## config.mk

```make
export PLATFORM = sky130hd
export DESIGN_NAME = playfair_digraph_cipher
export DESIGN_NICKNAME = d
export VERILOG_FILES = /design/src/rtl/pfc_pkg.sv /design/src/rtl/playfair_digraph_cipher.sv /design/src/rtl/pfc_geom.sv
export SDC_FILE = /design/constraint.sdc
export NUM_CORES = 1
export LEC_CHECK = 0
export BUFFER_PORTS_ARGS = -buffer_cell sky130_fd_sc_hd__buf_2
export CAP_MARGIN = 20
export CORE_MARGIN = 2
export CORE_UTILIZATION = 45
export CTS_CLUSTER_SIZE = 20
export DETAILED_ROUTE_END_ITERATION = 10
export PLACE_DENSITY = 0.63
export SLEW_MARGIN = 10
export SYNTH_ARGS = -nofsm -noshare
export SYNTH_HDL_FRONTEND = slang
export SYNTH_SLANG_ARGS = --single-unit
export TNS_END_PERCENT = 100
```

## constraint.sdc

```tcl
create_clock -name clock -period 11.2 [get_ports clock]
set_input_delay 1.12 -clock clock [delete_from_list [all_inputs] [get_ports clock]]
set_output_delay 1.12 -clock clock [all_outputs]
set_load 0.005 [all_outputs]
```

## src/rtl/pfc_pkg.sv

```systemverilog
// pfc_pkg: shared types and constants of the digraph cipher
`timescale 1ns / 1ps

package pfc_pkg;

   // square geometry and letter codes
   localparam int unsigned SQ_SIDE  = 5;
   localparam int unsigned SQ_CELLS = SQ_SIDE * SQ_SIDE;
   localparam int unsigned ALPHABET = 26;

   localparam logic [4:0] LETTER_I   = 5'd8;
   localparam logic [4:0] LETTER_J   = 5'd9;
   localparam logic [4:0] LETTER_MAX = 5'd25;
   localparam logic [4:0] SQ_FULL    = 5'(SQ_CELLS);

   // request modes
   typedef enum logic [1:0] {
      MODE_KEY    = 2'd0,
      MODE_FINISH = 2'd1,
      MODE_PLAIN  = 2'd2,
      MODE_END    = 2'd3
   } mode_type;

   // letter code and cell index of the square
   typedef logic [4:0] letter_type;
   typedef logic [4:0] cell_idx_type;

   // j shares the cell of i
   function automatic letter_type fold_j(input letter_type l);
      return (l == LETTER_J) ? LETTER_I : l;
   endfunction

endpackage

```

## src/rtl/playfair_digraph_cipher.sv

```systemverilog
// playfair_digraph_cipher: key square build and digraph encryption
// key letter: written straight into the square memories when the request is accepted
// finish key: one letter of the alphabet per cycle through the fill walk
// pair: POS_A, POS_B, GEOM, CELL_A and CELL_B read the two memories serially, then EMIT_A
//   and EMIT_B register the two letters, each once the output is free; requests stall meanwhile
// reset (synchronous, active high) clears placed set, fill count, open pair and
//   filler (to z); square and position memories hold their contents until written
`timescale 1ns / 1ps

module playfair_digraph_cipher (
   input  logic                clock,
   input  logic                reset,
   // request channel
   input  logic                req_valid,
   output logic                req_stall,
   input  logic [1:0]          req_mode,
   input  pfc_pkg::letter_type req_letter,
   // result channel
   output logic                rsp_valid,
   input  logic                rsp_stall,
   output pfc_pkg::letter_type rsp_cipher_letter,
   output logic                rsp_last_of_run,
   // filler register write
   input  logic                csr_valid,
   output logic                csr_ready,
   input  logic [4:0]          csr_filler_letter
);
   import pfc_pkg::*;

   typedef enum logic [3:0] {
      S_IDLE, S_FILL, S_POS_A, S_POS_B, S_GEOM, S_CELL_A, S_CELL_B, S_EMIT_A, S_EMIT_B
   } state_type;

   state_type    state_ff;
   logic [ALPHABET-1:0] placed_ff;
   cell_idx_type fill_ff;
   letter_type   walk_ff;
   letter_type   pend_letter_ff;
   logic         pend_valid_ff;
   logic [4:0]   filler_ff;
   letter_type   a_ff, b_ff, c1_ff;
   cell_idx_type p1_ff;
   logic         rsp_valid_ff;
   letter_type   rsp_letter_ff;
   logic         rsp_last_ff;

   // memories
   letter_type   square_mem [SQ_CELLS];
   cell_idx_type pos_mem    [ALPHABET];
   letter_type   sq_rd_ff;
   cell_idx_type pos_rd_ff;

   logic         accept;
   logic         full;
   logic         out_free;
   logic         emit_now;
   letter_type   filler_now;
   letter_type   req_folded;
   logic         cand_ok;
   letter_type   cand;
   logic         place_en;
   letter_type   pos_addr;
   cell_idx_type sq_addr;
   logic         sq_rd_en;
   logic         geom_en;
   cell_idx_type cell_a, cell_b;

   assign req_stall = (state_ff != S_IDLE);
   assign accept    = req_valid && !req_stall;
   assign full      = (fill_ff == SQ_FULL);
   assign out_free  = !rsp_valid_ff || !rsp_stall;
   assign emit_now  = ((state_ff == S_EMIT_A) || (state_ff == S_EMIT_B)) && out_free;
   assign csr_ready = 1'b1;

   assign rsp_valid         = rsp_valid_ff;
   assign rsp_cipher_letter = rsp_letter_ff;
   assign rsp_last_of_run   = rsp_last_ff;

   assign req_folded = fold_j(req_letter);
   assign filler_now = (filler_ff > LETTER_MAX) ? LETTER_MAX : fold_j(filler_ff);

   // placement candidate: key letter on request, or the fill walk
   always_comb begin
      cand    = req_folded;
      cand_ok = 1'b0;
      if (state_ff == S_FILL) begin
         cand    = walk_ff;
         cand_ok = (walk_ff != LETTER_J);
      end else if (accept && mode_type'(req_mode) == MODE_KEY) begin
         cand_ok = (req_letter <= LETTER_MAX);
      end
      place_en = cand_ok && !full && !placed_ff[cand];
   end

   // memory read addresses per state
   always_comb begin
      pos_addr = (state_ff == S_POS_B) ? b_ff : a_ff;
      sq_addr  = (state_ff == S_CELL_B) ? cell_b : cell_a;
      sq_rd_en = (state_ff == S_CELL_A) || (state_ff == S_CELL_B);
      geom_en  = (state_ff == S_GEOM);
   end

   // square and position memories
   always_ff @(posedge clock) begin
      if (place_en) begin
         square_mem[fill_ff] <= cand;
         pos_mem[cand]       <= fill_ff;
      end
      pos_rd_ff <= pos_mem[pos_addr];
      if (sq_rd_en) begin
         sq_rd_ff <= square_mem[sq_addr];
      end
   end

   pfc_geom u_geom (
      .clock     (clock),
      .en        (geom_en),
      .pos_a     (p1_ff),
      .pos_b     (pos_rd_ff),
      .cell_a_ff (cell_a),
      .cell_b_ff (cell_b)
   );

   // sequencer, key state and result register
   always_ff @(posedge clock) begin
      if (reset) begin
         state_ff       <= S_IDLE;
         placed_ff      <= '0;
         fill_ff        <= '0;
         walk_ff        <= '0;
         pend_letter_ff <= '0;
         pend_valid_ff  <= 1'b0;
         filler_ff      <= LETTER_MAX;
         rsp_valid_ff   <= 1'b0;
      end else begin
         if (csr_valid && csr_ready) begin
            filler_ff <= csr_filler_letter;
         end
         if (place_en) begin
            placed_ff[cand] <= 1'b1;
            fill_ff         <= fill_ff + 5'd1;
         end
         // result valid: set on emit, dropped once taken
         if (emit_now) begin
            rsp_valid_ff <= 1'b1;
         end else if (!rsp_stall) begin
            rsp_valid_ff <= 1'b0;
         end

         unique case (state_ff)
            S_IDLE: begin
               if (accept) begin
                  unique case (mode_type'(req_mode))
                     MODE_KEY: begin
                        // placement handled above
                     end
                     MODE_FINISH: begin
                        walk_ff  <= '0;
                        state_ff <= S_FILL;
                     end
                     MODE_PLAIN: begin
                        if (full && req_letter <= LETTER_MAX) begin
                           if (!pend_valid_ff) begin
                              pend_letter_ff <= req_folded;
                              pend_valid_ff  <= 1'b1;
                           end else begin
                              a_ff     <= pend_letter_ff;
                              state_ff <= S_POS_A;
                              if (pend_letter_ff == req_folded) begin
                                 // doubled letter: filler goes in, pair stays open
                                 b_ff <= filler_now;
                              end else begin
                                 b_ff          <= req_folded;
                                 pend_valid_ff <= 1'b0;
                              end
                           end
                        end
                     end
                     MODE_END: begin
                        if (full && pend_valid_ff) begin
                           a_ff          <= pend_letter_ff;
                           b_ff          <= filler_now;
                           pend_valid_ff <= 1'b0;
                           state_ff      <= S_POS_A;
                        end
                     end
                     default: ;
                  endcase
               end
            end
            S_FILL: begin
               walk_ff <= walk_ff + 5'd1;
               if (walk_ff == LETTER_MAX) begin
                  state_ff <= S_IDLE;
               end
            end
            S_POS_A: state_ff <= S_POS_B;
            S_POS_B: begin
               p1_ff    <= pos_rd_ff;
               state_ff <= S_GEOM;
            end
            S_GEOM:   state_ff <= S_CELL_A;
            S_CELL_A: state_ff <= S_CELL_B;
            S_CELL_B: begin
               c1_ff    <= sq_rd_ff;
               state_ff <= S_EMIT_A;
            end
            S_EMIT_A: begin
               if (out_free) begin
                  rsp_letter_ff <= c1_ff;
                  rsp_last_ff   <= 1'b0;
                  state_ff      <= S_EMIT_B;
               end
            end
            S_EMIT_B: begin
               if (out_free) begin
                  rsp_letter_ff <= sq_rd_ff;
                  rsp_last_ff   <= 1'b1;
                  state_ff      <= S_IDLE;
               end
            end
            default: state_ff <= S_IDLE;
         endcase
      end
   end

endmodule

```

## src/rtl/pfc_geom.sv

```systemverilog
// pfc_geom: digraph rule on two cell positions, registered target cells
`timescale 1ns / 1ps

module pfc_geom (
   input  logic                  clock,
   input  logic                  en,
   input  pfc_pkg::cell_idx_type pos_a,
   input  pfc_pkg::cell_idx_type pos_b,
   output pfc_pkg::cell_idx_type cell_a_ff,
   output pfc_pkg::cell_idx_type cell_b_ff
);
   import pfc_pkg::*;

   // row of a cell, by compare chain
   function automatic logic [2:0] row_of(input cell_idx_type p);
      priority if (p >= 5'(4 * SQ_SIDE)) return 3'd4;
      else if (p >= 5'(3 * SQ_SIDE))     return 3'd3;
      else if (p >= 5'(2 * SQ_SIDE))     return 3'd2;
      else if (p >= 5'(SQ_SIDE))         return 3'd1;
      else                               return 3'd0;
   endfunction

   function automatic cell_idx_type cell_at(input logic [2:0] r, input logic [2:0] c);
      return 5'(r) * 5'(SQ_SIDE) + 5'(c);
   endfunction

   function automatic logic [2:0] wrap_inc(input logic [2:0] v);
      return (v == 3'(SQ_SIDE - 1)) ? 3'd0 : v + 3'd1;
   endfunction

   logic [2:0]   r1, c1, r2, c2;
   cell_idx_type cell_a_in, cell_b_in;

   // split positions into row and column
   always_comb begin
      r1 = row_of(pos_a);
      r2 = row_of(pos_b);
      c1 = 3'(pos_a - cell_at(r1, 3'd0));
      c2 = 3'(pos_b - cell_at(r2, 3'd0));
   end

   // column shifts down, row shifts right, else columns swap
   always_comb begin
      priority if (c1 == c2) begin
         cell_a_in = cell_at(wrap_inc(r1), c1);
         cell_b_in = cell_at(wrap_inc(r2), c2);
      end else if (r1 == r2) begin
         cell_a_in = cell_at(r1, wrap_inc(c1));
         cell_b_in = cell_at(r2, wrap_inc(c2));
      end else begin
         cell_a_in = cell_at(r1, c2);
         cell_b_in = cell_at(r2, c1);
      end
   end

   always_ff @(posedge clock) begin
      if (en) begin
         cell_a_ff <= cell_a_in;
         cell_b_ff <= cell_b_in;
      end
   end

endmodule

```

# Yosys cells after proc, flatten, opt, wreduce, memory -nomap -nowiden

Memories as Yosys holds them, arrays and structs flattened. A register that Yosys moved wholly into a read port is not among the register bits.
Cells that the tools add are included.

Bitwise logic cells: 3
Muxes and demuxes: 64
$add $sub $neg: 14
$lt $le $gt $ge: 12
Equal/unequal tests: 36
Reductions and logical operators: 30
$mul: 4

Operators with widths:

| operator                                                           | number |
|---|---|
| 2-to-1 mux 5 bit                                                   | 21 |
| case mux 5 bit (2 select lines)                                    | 4 |
| case mux 4 bit (9 select lines)                                    | 1 |
| adder 5 x 3 -> 5 bit                                               | 6 |
| 2-to-1 mux 3 bit                                                   | 10 |
| 2-to-1 mux 4 bit                                                   | 7 |
| bitwise OR 26 bit                                                  | 1 |
| greater-or-equal comparator 5 x 4 -> 1 bit (second input constant) | 4 |
| multiplier 3 x 3 -> 5 bit (second input constant)                  | 4 |
| equality test 4 x 3 -> 1 bit (second input constant)               | 4 |
| 2-to-1 mux 1 bit                                                   | 16 |
| adder 3 x 1 -> 3 bit (second input constant)                       | 4 |
| equality test 3 bit (second input constant)                        | 4 |
| != test 2 bit (second input constant)                              | 6 |
| case mux 4 bit (3 select lines)                                    | 1 |
| adder 5 x 1 -> 5 bit (second input constant)                       | 2 |
| equality test 5 x 4 -> 1 bit (second input constant)               | 2 |
| equality test 5 bit (second input constant)                        | 2 |
| greater-or-equal comparator 5 x 3 -> 1 bit (second input constant) | 2 |
| greater-or-equal comparator 5 bit (second input constant)          | 2 |
| AND reduction 5 bit                                                | 2 |
| != test 3 bit (second input constant)                              | 3 |
| equality test 4 x 2 -> 1 bit (second input constant)               | 2 |
| logical AND 1 bit                                                  | 8 |
| 29 further kinds                                                   | 45 |

Word-level logic and storage cells: 181
Input bits: 17
RAM bits: 255
Register bits after elaboration: 88
Memories: 2

Memory list:

| memory     | depth | width | rd ports | clocked after Yosys merged registers in | wr ports | line                          | source |
|---|---|---|---|---|---|---|---|
| pos_mem    | 26    | 5     | 1        | 1                                       | 1        | playfair_digraph_cipher.sv:49 | `cell_idx_type pos_mem [ALPHABET];` |
| square_mem | 25    | 5     | 1        | 1                                       | 1        | playfair_digraph_cipher.sv:48 | `letter_type square_mem [SQ_CELLS];` |

# Depth between registers and ports, before layout

Gate-level depths: netlist (run 1).

Word-level depth: 12
Depth in mapped cells: 21
Mapped depth without buffers: 21

# Hierarchy

A second synthesis (run 1) with hierarchy kept.

Cell total of the unflattened synthesis: 1164
Area total of the unflattened synthesis: 16244.3 um^2

By module, submodules not included:

| module                  | area an instance (um^2) | seq. area each (um^2) | cells each | times used |
|---|---|---|---|---|
| playfair_digraph_cipher | 14620.3                 | 9729.3                | 1000       | 1 |
| pfc_geom                | 1624.1                  | 300.3                 | 164        | 1 |

# Worst setup path before layout (run 1)

OpenSTA, ideal clock, no wires.

Path type: input port to flip-flop
From: input port req_letter[4]
To: memory pos_mem[18][0] (netlist name) (enable)
Arrival time: 3923 ps
Cell stages on the path: 12
Setup slack: 6937 ps
Data required time: 10861 ps
Setup time: 339 ps
Buffers on the path: 3
Cells stage by stage: buf_2 > or4b_1 > and3_4 > nor2_2 > inv_2 > mux2_1 > a2111o_1 > nor4_4 > buf_4 > buf_6 > nand2_1 > nor2_1

Cells in the longest elaborated chain, start to end: 9
Elaborated cells on any way between the ends: 13

Ends and longest elaborated chain:

| item                                   | line                           | source |
|---|---|---|
| from (decl)                            | playfair_digraph_cipher.sv:17  | `input pfc_pkg::letter_type req_letter,` |
| equality test 5 x 4 -> 1 bit           | pfc_pkg.sv:30                  | `return (l == LETTER_J) ? LETTER_I : l;` |
| 2-to-1 mux 5 bit                       | pfc_pkg.sv:30                  |  |
| 2-to-1 mux 5 bit                       | playfair_digraph_cipher.sv:86  | `if (state_ff == S_FILL) begin` |
| binary-select mux 1 bit (select 5 bit) | playfair_digraph_cipher.sv:92  | `place_en = cand_ok && !full && !placed_ff[cand];` |
| 2-to-1 mux 1 bit (implied by the code) | playfair_digraph_cipher.sv:92  |  |
| logical NOT 1 bit                      | playfair_digraph_cipher.sv:92  |  |
| logical AND 1 bit                      | playfair_digraph_cipher.sv:92  |  |
| 2-to-1 mux 1 bit                       | playfair_digraph_cipher.sv:105 | `if (place_en) begin` |
| 2-to-1 mux 1 bit (implied by the code) | playfair_digraph_cipher.sv:107 | `pos_mem[cand] <= fill_ff;` |
| to (decl)                              | playfair_digraph_cipher.sv:49  |  |

Parallel ways exist; a longest one is shown, timed or not. The select of a mux whose other input is x is not followed.

# Worst setup path in the final report (run 1)

From: register state_ff[0]
To: memory square_mem[16][2] (netlist name) (enable)

Cells in the longest elaborated chain, start to end: 10
Elaborated cells on any way between the ends: 15

Ends and longest elaborated chain:

| item                                                     | line                           | source |
|---|---|---|
| from (decl)                                              | playfair_digraph_cipher.sv:34  | `state_type state_ff;` |
| from (signal assigned)                                   | playfair_digraph_cipher.sv:127 | `state_ff <= S_IDLE;` |
| from (signal assigned)                                   | playfair_digraph_cipher.sv:159 | `state_ff <= S_FILL;` |
| from (signal assigned)                                   | playfair_digraph_cipher.sv:168 | `state_ff <= S_POS_A;` |
| branches (longest 7 deep; another with 2-to-1 mux 5 bit) | --                             |  |
| logical AND 1 bit *                                      | playfair_digraph_cipher.sv:92  |  |
| 2-to-1 mux 1 bit *                                       | playfair_digraph_cipher.sv:105 |  |
| 2-to-1 mux 1 bit (implied by the code) *                 | playfair_digraph_cipher.sv:106 | `square_mem[fill_ff] <= cand;` |
| to (decl)                                                | playfair_digraph_cipher.sv:48  |  |

Mark *: on every way between the ends. The select of a mux whose other input is x is not followed.

==> results.txt, run 1 <==
Post-synth EDFFs: 296
largest net degree at the start of global routing: 45
Post-DP HPWL: 22200 microns
cts repair resizes: 0
post-synthesis compound-gate area fraction: 0.0704
CTS clk-pin slew, worst paths: 0.06 ns
Clock Path Buffers: 3
# setup viols final: 0
post-layout util: 0.509
fin. max-slew vios: 0
CORE AREA: 34400 sq um
HP Class: flop to flop
Post-Synth Adder-Cell Area: 0.0355
Fin Setup TNS: 0 ns
sequential area share after synthesis: 0.641
row cnt: 68
Ports: 26
Post-synth top flop: edfxtp_1
crit end category: flop
main area contributors after synthesis: edfxtp_1 57%, mux4_2 7.3%, dfxtp_1 7.3%, mux2i_1 4.2%, ha_1 2.7%
combinational family with the most area after synthesis: multiplexers
Critical Path Source Type: flop
layout cells sized above 1: 0.166
most frequent cells in the layout: 296 x edfxtp_1, 106 x nor2_1, 59 x nand2_1, 59 x mux2i_1, 56 x dfxtp_1
Leak Pwr: 6.26 nW
register bit total from synthesis: 353
TritonCTS clock tree: done
FFs w/ async S/R, synth: 0
Worst Clk Skew: 0.0134 ns
Yosys top cell area share: 0.568
drt via density: 5.72
final non-filler cell total: 1600
relative slew slack: 0.279
status: completed
IO Port Bufs: 24
Final period util: 0.534
antenna fix cells: 0
Syn Inst Count: 1090
most common cell after layout, fill and taps aside: edfxtp_1
antenna violations before repair: 0
initial core utilization: 0.456
CTS sink count: 353
Die Span X: 191 microns
Worst Path Max Fanout: 36
Iter 0 DRT Violations: 783
vias in the first global route: 8917
root buf cell: clkbuf_16
DR pass1 iterations: 6
total grt overflow: 0
synthesized area: 15700 sq um
postcts setup bufs: 0
total number of vias: 9145
Max VDD drop: 0.000136 V
final hold slack: 0.459 ns
Hold Fails Final Rpt: 0
die area: 36300 sq um
largest area contributor in the netlist: edfxtp_1
Arrival @ worst endpoint: 6.15 ns
WL final: 33800 microns
final worst setup slack: 5.22 ns
Distinct cells, synth: 70
Yosys warning total: 0
crit path kind: flop to flop
Tmin final: 5.98 ns
Synth Net Count: 1147
Total GRT Usage: 0.191
post-route ant nets: 0
pre-CTS WS: 5.08 ns
syn avg cell area: 14.4 sq um
Clk Latency, worst-skew pair: 0.52 ns
pwr dens: 192 nW/um^2
htree depth: 2
die height: 191 microns
number of hold buffers added after cts: 0
Simple-Gate Fraction of Synth Area: 0.0851
layout overhead on the synthesized area: 11.8%
DR WL/cell: 21.1 microns
fill count: 2919
max frequency: 167 MHz
CP required: 11.37 ns
slew at the pin with the worst max-slew slack: 1.07 ns
multiplexer share of the synthesized area: 0.131
global-route wire length before repair: 52300 microns
RSZ-0062 raised after global routing: no
# nets final: 1176
placed insts: 1534
Inserted Clock Buffers: 37
Max-Cap Viols: 0
GP Congestion: 0.824
Post-Synth XOR/XNOR Area: 0.0140
DR DRC count: 0
-- final cells by class --
class | count | area, sq um | area share
clock buffers | 45 | 956 | 0.0546
clock inverters | 20 | 156 | 0.00893
inverters | 36 | 135 | 0.00772
multi-input cells | 647 | 5390 | 0.308
flip-flops and latches | 353 | 10000 | 0.573
well taps | 455 | 569 | 0.0325
repair buffers | 44 | 270 | 0.0154
-- where the power goes --
| part | switching [mW] | internal [mW] | leakage [nW] | total, mW |
|---|---|---|---|---|
| registers | 0.0357 | 1.52 | 3.29 | 1.55 |
| logic | 0.417 | 0.246 | 2.43 | 0.663 |
| clock network | 0.487 | 0.656 | 0.541 | 1.14 |
-- stage by stage --
step	cell area, sq um	total power, mW
5_1_grt	17500	3.51
2_1_floorplan	15700	2.05
4_1_cts	17500	3.38
3_3_place_gp	16400	2.24
3_5_place_dp	16400	2.25
6_report	17500	3.36
-- per-layer routing --
layer / global-route usage / share of wire / vias up
li1: - / - / 4222
met1: 0.275 / 0.45 / 4583
met2: 0.305 / 0.47 / 298
met3: 0.0289 / 0.063 / 42
met4: 0.0516 / 0.019 / 0
met5: 0 / 0 / -
-- state kept, by name, summed over array words and instances (netlist names) --
register,count
c1_ff,5
u_geom.cell_b_ff,5
u_geom.cell_a_ff,5
filler_ff,5
pend_valid_ff,1
pos_rd_ff,5
b_ff,5
fill_ff,5
rsp_valid,1
p1_ff,5
rsp_cipher_letter,5
a_ff,5
placed_ff,26
rsp_last_of_run,1
pos_mem,130
square_mem,125
walk_ff,5
state_ff,4
pend_letter_ff,5
sq_rd_ff,5
-- cell families (layout without fill, tap and decap cells) --
family                     count (synthesis)  in the layout
buffers and inverters                     90            145
xor gates and xnor gates                  25             25
DFF                                      353            353
other                                      1              1
AOI/OAI and AO/OA                        171            171
and+or+nand+nor                          270            270
muxes                                    139            139
adders and majority gates                 41             41
-- synthesized netlist by cell type (7+ instances only) --
master    count
a21oi_1      45
ha_1         34
edfxtp_1    296
a21o_1        9
nand3_1      14
clkbuf_1     42
inv_1        34
nor3b_1      12
a31oi_1      16
xnor2_1      16
o22ai_1      10
mux4_2       51
mux2_2       20
a211oi_1      8
nor2_1      106
nor3_1        9
o21a_1       11
dfxtp_1      57
and2_1       11
mux2i_1      65
nand3b_1      7
o21ai_0      32
and3_1        7
xor2_1        9
nor2b_1       9
nand2_1      59
-- worst paths after layout --
| kind | end | from | cells past startpoint | slack [ns] |
|---|---|---|---|---|
| setup / recovery | square_mem[16][2] | state_ff[0] | 10 | 5.22 |
| hold / removal | c1_ff[0] | sq_rd_ff[0] | 0 | 0.46 |
| setup reg to reg | square_mem[16][2] | state_ff[0] | 10 | 5.22 |
| hold reg to reg | c1_ff[0] | sq_rd_ff[0] | 0 | 0.46 |
-- critical path, stage by stage (launching register included) --
cell and delay (ns):
dfxtp_1 0.66, or4b_1 0.87, and3_4 0.37, nor2_2 0.42, inv_2 0.42, mux2_1 0.43, a2111o_1 0.44, nor4_4 0.81
buf_4 0.36, nand2_1 0.35, nor2_1 0.47
Note: power is estimated with default switching activity, not from simulation.
==> run 2, diff against run 1 <==
--- a/config.mk
+++ b/config.mk
@@ -11,7 +11,7 @@
 export CORE_UTILIZATION = 45
 export CTS_CLUSTER_SIZE = 20
 export DETAILED_ROUTE_END_ITERATION = 10
-export PLACE_DENSITY = 0.63
+export PLACE_DENSITY = 0.66
 export SLEW_MARGIN = 10
 export SYNTH_ARGS = -nofsm -noshare
 export SYNTH_HDL_FRONTEND = slang
==> constraint.sdc (replaced) <==
create_clock -name clock -period 5.2 [get_ports clock]
set_input_delay 0.52 -clock clock [delete_from_list [all_inputs] [get_ports clock]]
set_output_delay 0.52 -clock clock [all_outputs]
set_load 0.005 [all_outputs]
==> run 2 against run 1 <==
Effect of this change: total power up 120%; critical path depth is the same; routed wire length fell by 3.4%; die area is the same; sequential power increased by 110%; first-iteration DRC count decreased by 8.7%; via count up 0.55%; worst setup slack got worse by 4.3 ns; non-clock buffer count rose by 20; highest routed layer unchanged.
==> results.txt, run 2 (synthesized netlist as in run 1, its figures left out) <==
max frequency: 232 MHz
Storage cell area: 10000 sq um
Worst Clk Skew: 0.0138 ns
slew at the pin with the worst max-slew slack: 0.992 ns
final hold slack: 0.221 ns
Critical Path Source Type: flop
# setup viols final: 0
root buf cell: clkbuf_16
GP Congestion: 0.846
total number of vias: 9195
pwr dens: 422 nW/um^2
met1 usage: 0.254
Iter 0 DRT Violations: 715
row cnt: 68
Top Usage Layer GRT: met2
TritonCTS clock tree: done
Arrival @ worst endpoint: 4.46 ns
setup slack, reg-to-reg: 0.89 ns
area of the multi-input gates: 5370 sq um
WL final: 32700 microns
htree depth: 2
GRT met3 Usage: 0.0355
layout cells sized above 1: 0.182
# nets final: 1195
pre-CTS WS: 0.964 ns
number of hold buffers added after cts: 0
Inserted Clock Buffers: 36
antenna violations before repair: 0
Leak Pwr: 6.44 nW
status: completed
Die Span X: 191 microns
placed insts: 1552
largest net degree at the start of global routing: 45
relative slew slack: 0.325
Placement Cell Area: 16500 sq um
final non-filler cell total: 1621
DR WL/cell: 20.2 microns
DR pass1 iterations: 5
post-layout util: 0.518
Worst Path Max Fanout: 19
post-route ant nets: 0
layout overhead on the synthesized area: 13.6%
total power: 7.50 mW
Tmin final: 4.31 ns
Hold Fails Final Rpt: 0
IO Port Bufs: 24
most frequent cells in the layout: 296 x edfxtp_1, 106 x nor2_1, 59 x nand2_1, 59 x mux2i_1, 57 x dfxtp_1
global-route wire length before repair: 51100 microns
Clk Latency, worst-skew pair: 0.51 ns
final instance area: 17800 sq um
fin. max-slew vios: 0
die height: 191 microns
antenna fix cells: 0
die area: 36300 sq um
Final period util: 0.830
crit end category: flop
drt via density: 5.67
DR DRC count: 0
CTS sink count: 353
fill count: 2900
CP required: 5.35 ns
most common cell after layout, fill and taps aside: edfxtp_1
CORE AREA: 34400 sq um
Post-DP HPWL: 21800 microns
Most flops, register: pos_mem
Max VDD drop: 0.000226 V
vias in the first global route: 9093
Total GRT Usage: 0.183
Clock Path Buffers: 3
RSZ-0062 raised after global routing: no
CTS clk-pin slew, worst paths: 0.06 ns
cts repair resizes: 0
Ports: 26
initial core utilization: 0.456
Fin Setup TNS: 0 ns
max reg flops: 130
crit path kind: flop to flop
Global Route met2 Usage: 0.294
HP Class: primary input to flop
Max-Cap Viols: 0
total grt overflow: 0
top flop regs: pos_mem x130, square_mem x125, placed_ff x26
postcts setup bufs: 0
final worst setup slack: 0.886 ns
run 2: cell types whose count changed in the layout (fill, tap and decap cells not counted), moves of 2 or more:
cell	before	now
buf_4	19	39
bufinv_16	2	6
clkbuf_1	8	4
clkbuf_8	0	2
inv_6	3	0
run 2: worst paths after layout:
kind	startpoint	cells after the start	endpoint
worst max-delay path	state_ff[3]	10	square_mem[10][4]
worst min-delay path	csr_filler_letter[3]	3	filler_ff[3]
worst max register to register	state_ff[3]	10	square_mem[10][4]
worst min register to register	sq_rd_ff[4]	0	c1_ff[4]
run 2: report_power, final:
part	total, mW	internal, mW	switching, mW
combinational	1.49	0.569	0.924
sequential	3.32	3.27	0.0482
clock	2.69	1.66	1.03
run 2: critical path, stage by stage (launching register included):
cell      delay (ns)
dfxtp_1         0.29
buf_4           0.18
or4b_1          0.82
mux2i_1         0.63
nor2_1          0.16
a21boi_0        0.16
a2111o_1        0.43
nor4_4          0.19
buf_4           0.28
nand2_1         0.28
nor2_1          0.51
run 2: routing by layer:
metal,routed length [microns],part of all wire
met4,711,0.022
met1,14400,0.44
met2,15500,0.48
met3,2080,0.064
met5,0,0
run 2: cell type report:
class,count,share of cell area
multi-input combinational,647,0.302
clock inverter,22,0.0150
clock buffer,44,0.0558
timing repair buffer,64,0.0236
tap,455,0.0320
inverter,36,0.00760
sequential,353,0.564
==> run 3, diff against run 2 <==
--- a/config.mk
+++ b/config.mk
@@ -11,7 +11,7 @@
 export CORE_UTILIZATION = 45
 export CTS_CLUSTER_SIZE = 20
 export DETAILED_ROUTE_END_ITERATION = 10
-export PLACE_DENSITY = 0.66
+export PLACE_DENSITY = 0.63
 export SLEW_MARGIN = 10
 export SYNTH_ARGS = -nofsm -noshare
 export SYNTH_HDL_FRONTEND = slang
==> constraint.sdc (replaced) <==
create_clock -name clock -period 4.2 [get_ports clock]
set_input_delay 0.42 -clock clock [delete_from_list [all_inputs] [get_ports clock]]
set_output_delay 0.42 -clock clock [all_outputs]
set_load 0.005 [all_outputs]
==> run 3 against run 2 <==
Effect of this change: routed wire length decreased by 0.31%; clock skew up 0.011 ns; hold slack worse by 0.11 ns; count of clock-buffer cells in the layout fell by 1; critical path depth stayed put; cell count up 0.86%; non-clock buffer count up 21; clock power increased by 26%; flip-flop and latch count did not move; total power increased by 26%; highest routed layer unchanged; combinational power is 30% higher.
==> results.txt, run 3 (synthesized netlist as in run 1, its figures left out) <==
status: completed
CTS sink count: 353
Post-DP HPWL: 22200 microns
Tmin final: 4.02 ns
WL final: 32600 microns
fin. max-slew vios: 0
fill count: 2885
antenna fix cells: 0
post-route ant nets: 0
GP Congestion: 0.836
most common cell after layout, fill and taps aside: edfxtp_1
RSZ-0062 raised after global routing: no
global-route wire length before repair: 51100 microns
Critical Path Source Type: flop
worst r2r dst: pos_mem[1][1]
pre-CTS WS: 0.218 ns
DR WL/cell: 19.9 microns
Most flops, register: pos_mem
total grt overflow: 0
IO Port Bufs: 24
placed insts: 1575
Clock Path Buffers: 3
Fin Setup TNS: 0 ns
TritonCTS clock tree: done
htree depth: 2
Crit. Startpoint: state_ff[3]
die area: 36300 sq um
largest net degree at the start of global routing: 44
antenna violations before repair: 0
max frequency: 249 MHz
total number of vias: 9109
drt via density: 5.57
DR DRC count: 0
Worst Clk Skew: 0.0246 ns
final non-filler cell total: 1635
# nets final: 1216
Clk Latency, worst-skew pair: 0.52 ns
critical path's largest stage delay: 0.57 ns
die height: 191 microns
delay-heaviest family, CP: simple AND/OR/NAND/NOR gates
Total GRT Usage: 0.184
row cnt: 68
postcts setup bufs: 0
Hold Fails Final Rpt: 0
# setup viols final: 0
Die Span X: 191 microns
max reg flops: 130
initial core utilization: 0.456
CTS clk-pin slew, worst paths: 0.06 ns
R2R cell count: 10
layout overhead on the synthesized area: 15.0%
Final period util: 0.957
layout cells sized above 1: 0.202
vias in the first global route: 9077
Worst Path Max Fanout: 23
root buf cell: clkbuf_16
crit end category: flop
relative slew slack: 0.279
setup slack, reg-to-reg: 0.18 ns
crit path kind: flop to flop
Arrival @ worst endpoint: 4.16 ns
Max VDD drop: 0.000245 V
crit path to: pos_mem[1][1]
CORE AREA: 34400 sq um
HP Class: primary input to flop
most frequent cells in the layout: 296 x edfxtp_1, 106 x nor2_1, 59 x nand2_1, 59 x mux2i_1
Inserted Clock Buffers: 36
post-layout util: 0.524
Leak Pwr: 6.57 nW
Worst path depth: 10
top flop regs: pos_mem x130, square_mem x125, placed_ff x26
Reg-to-Reg Start: state_ff[3]
Most Frequent Cell on Critical Path: nor2_1
slew at the pin with the worst max-slew slack: 1.08 ns
DR pass1 iterations: 5
Iter 0 DRT Violations: 690
Max-Cap Viols: 0
pwr dens: 524 nW/um^2
CP required: 4.34 ns
Ports: 26
total power: 9.44 mW
crit path buf inv count: 2
crit path cell chain: or4b_1 > buf_12 > mux2i_1 > nor2_1 > a21boi_0 > a2111o_1 > nor4_4 > buf_4 > nand2_1 > nor2_1
CP max stage cell: or4b_1
final worst setup slack: 0.180 ns
run 3: cell types whose count changed in the layout (fill, tap and decap cells not counted), moves of 2 or more:
cell	change
bufinv_16	+2
buf_12	+3
buf_4	+18
xnor2_2	+2
clkinv_1	-7
xnor2_1	-2
run 3: timing repair:
item	in CTS	in global routing
endpoints found under the setup margin	0	3
hold buffers	0	0
endpoints found under the hold margin	0	0
resized for setup	0	5
run 3: layout make-up:
| type | count | area (sq um) | share of cell area |
|---|---|---|---|
| Sequential cell | 353 | 10000 | 0.557 |
| Multi-Input combinational cell | 647 | 5400 | 0.300 |
| Clock buffer | 43 | 978 | 0.0543 |
| Timing Repair Buffer | 85 | 616 | 0.0342 |
| Tap cell | 455 | 569 | 0.0316 |
| Clock inverter | 16 | 280 | 0.0156 |
| Inverter | 36 | 135 | 0.00750 |
run 3: metrics by stage:
step,hold WS [ns],cell area (sq um)
2_1_floorplan,0.420,15700
3_3_place_gp,0.442,16700
3_5_place_dp,0.442,16700
4_1_cts,0.0964,18000
5_1_grt,0.108,18000
6_report,0.113,18000
run 3: power breakdown:
part | internal, mW | switching [mW] | leakage [nW]
sequential | 4.05 | 0.0551 | 3.29
combinational | 0.773 | 1.17 | 2.66
clock | 2.14 | 1.26 | 0.619
total | 6.96 | 2.48 | 6.57
run 3: worst min path at each step:
| stage | start | end | slack (ns) | depth (start not counted) |
|---|---|---|---|---|
| 2_1_floorplan | sq_rd_ff[0] | c1_ff[0] | 0.42 | 0 |
| 3_3_place_gp | sq_rd_ff[4] | c1_ff[4] | 0.44 | 0 |
| 3_5_place_dp | sq_rd_ff[4] | c1_ff[4] | 0.44 | 0 |
| 4_1_cts | csr_filler_letter[3] | filler_ff[3] | 0.1 | 3 |
| 5_1_grt | csr_filler_letter[0] | filler_ff[0] | 0.11 | 3 |
| 6_report | csr_filler_letter[3] | filler_ff[3] | 0.11 | 3 |
run 3: routing by layer:
layer  share of wire  global-route usage  vias up
met1            0.46               0.259     4578
met4           0.015              0.0456        0
li1                -                   -     4302
met5               0                   0        -
met2            0.48               0.303      192
met3           0.042              0.0272       37
run 3: worst min-delay path, delay by kind of cell:
| kind | cells | cell delay (ns) |
|---|---|---|
| AOI/OAI and AO/OA | 1 | 0.06 |
| and+or+nand+nor | 1 | 0.04 |
| buffers and inverters | 1 | 0.07 |
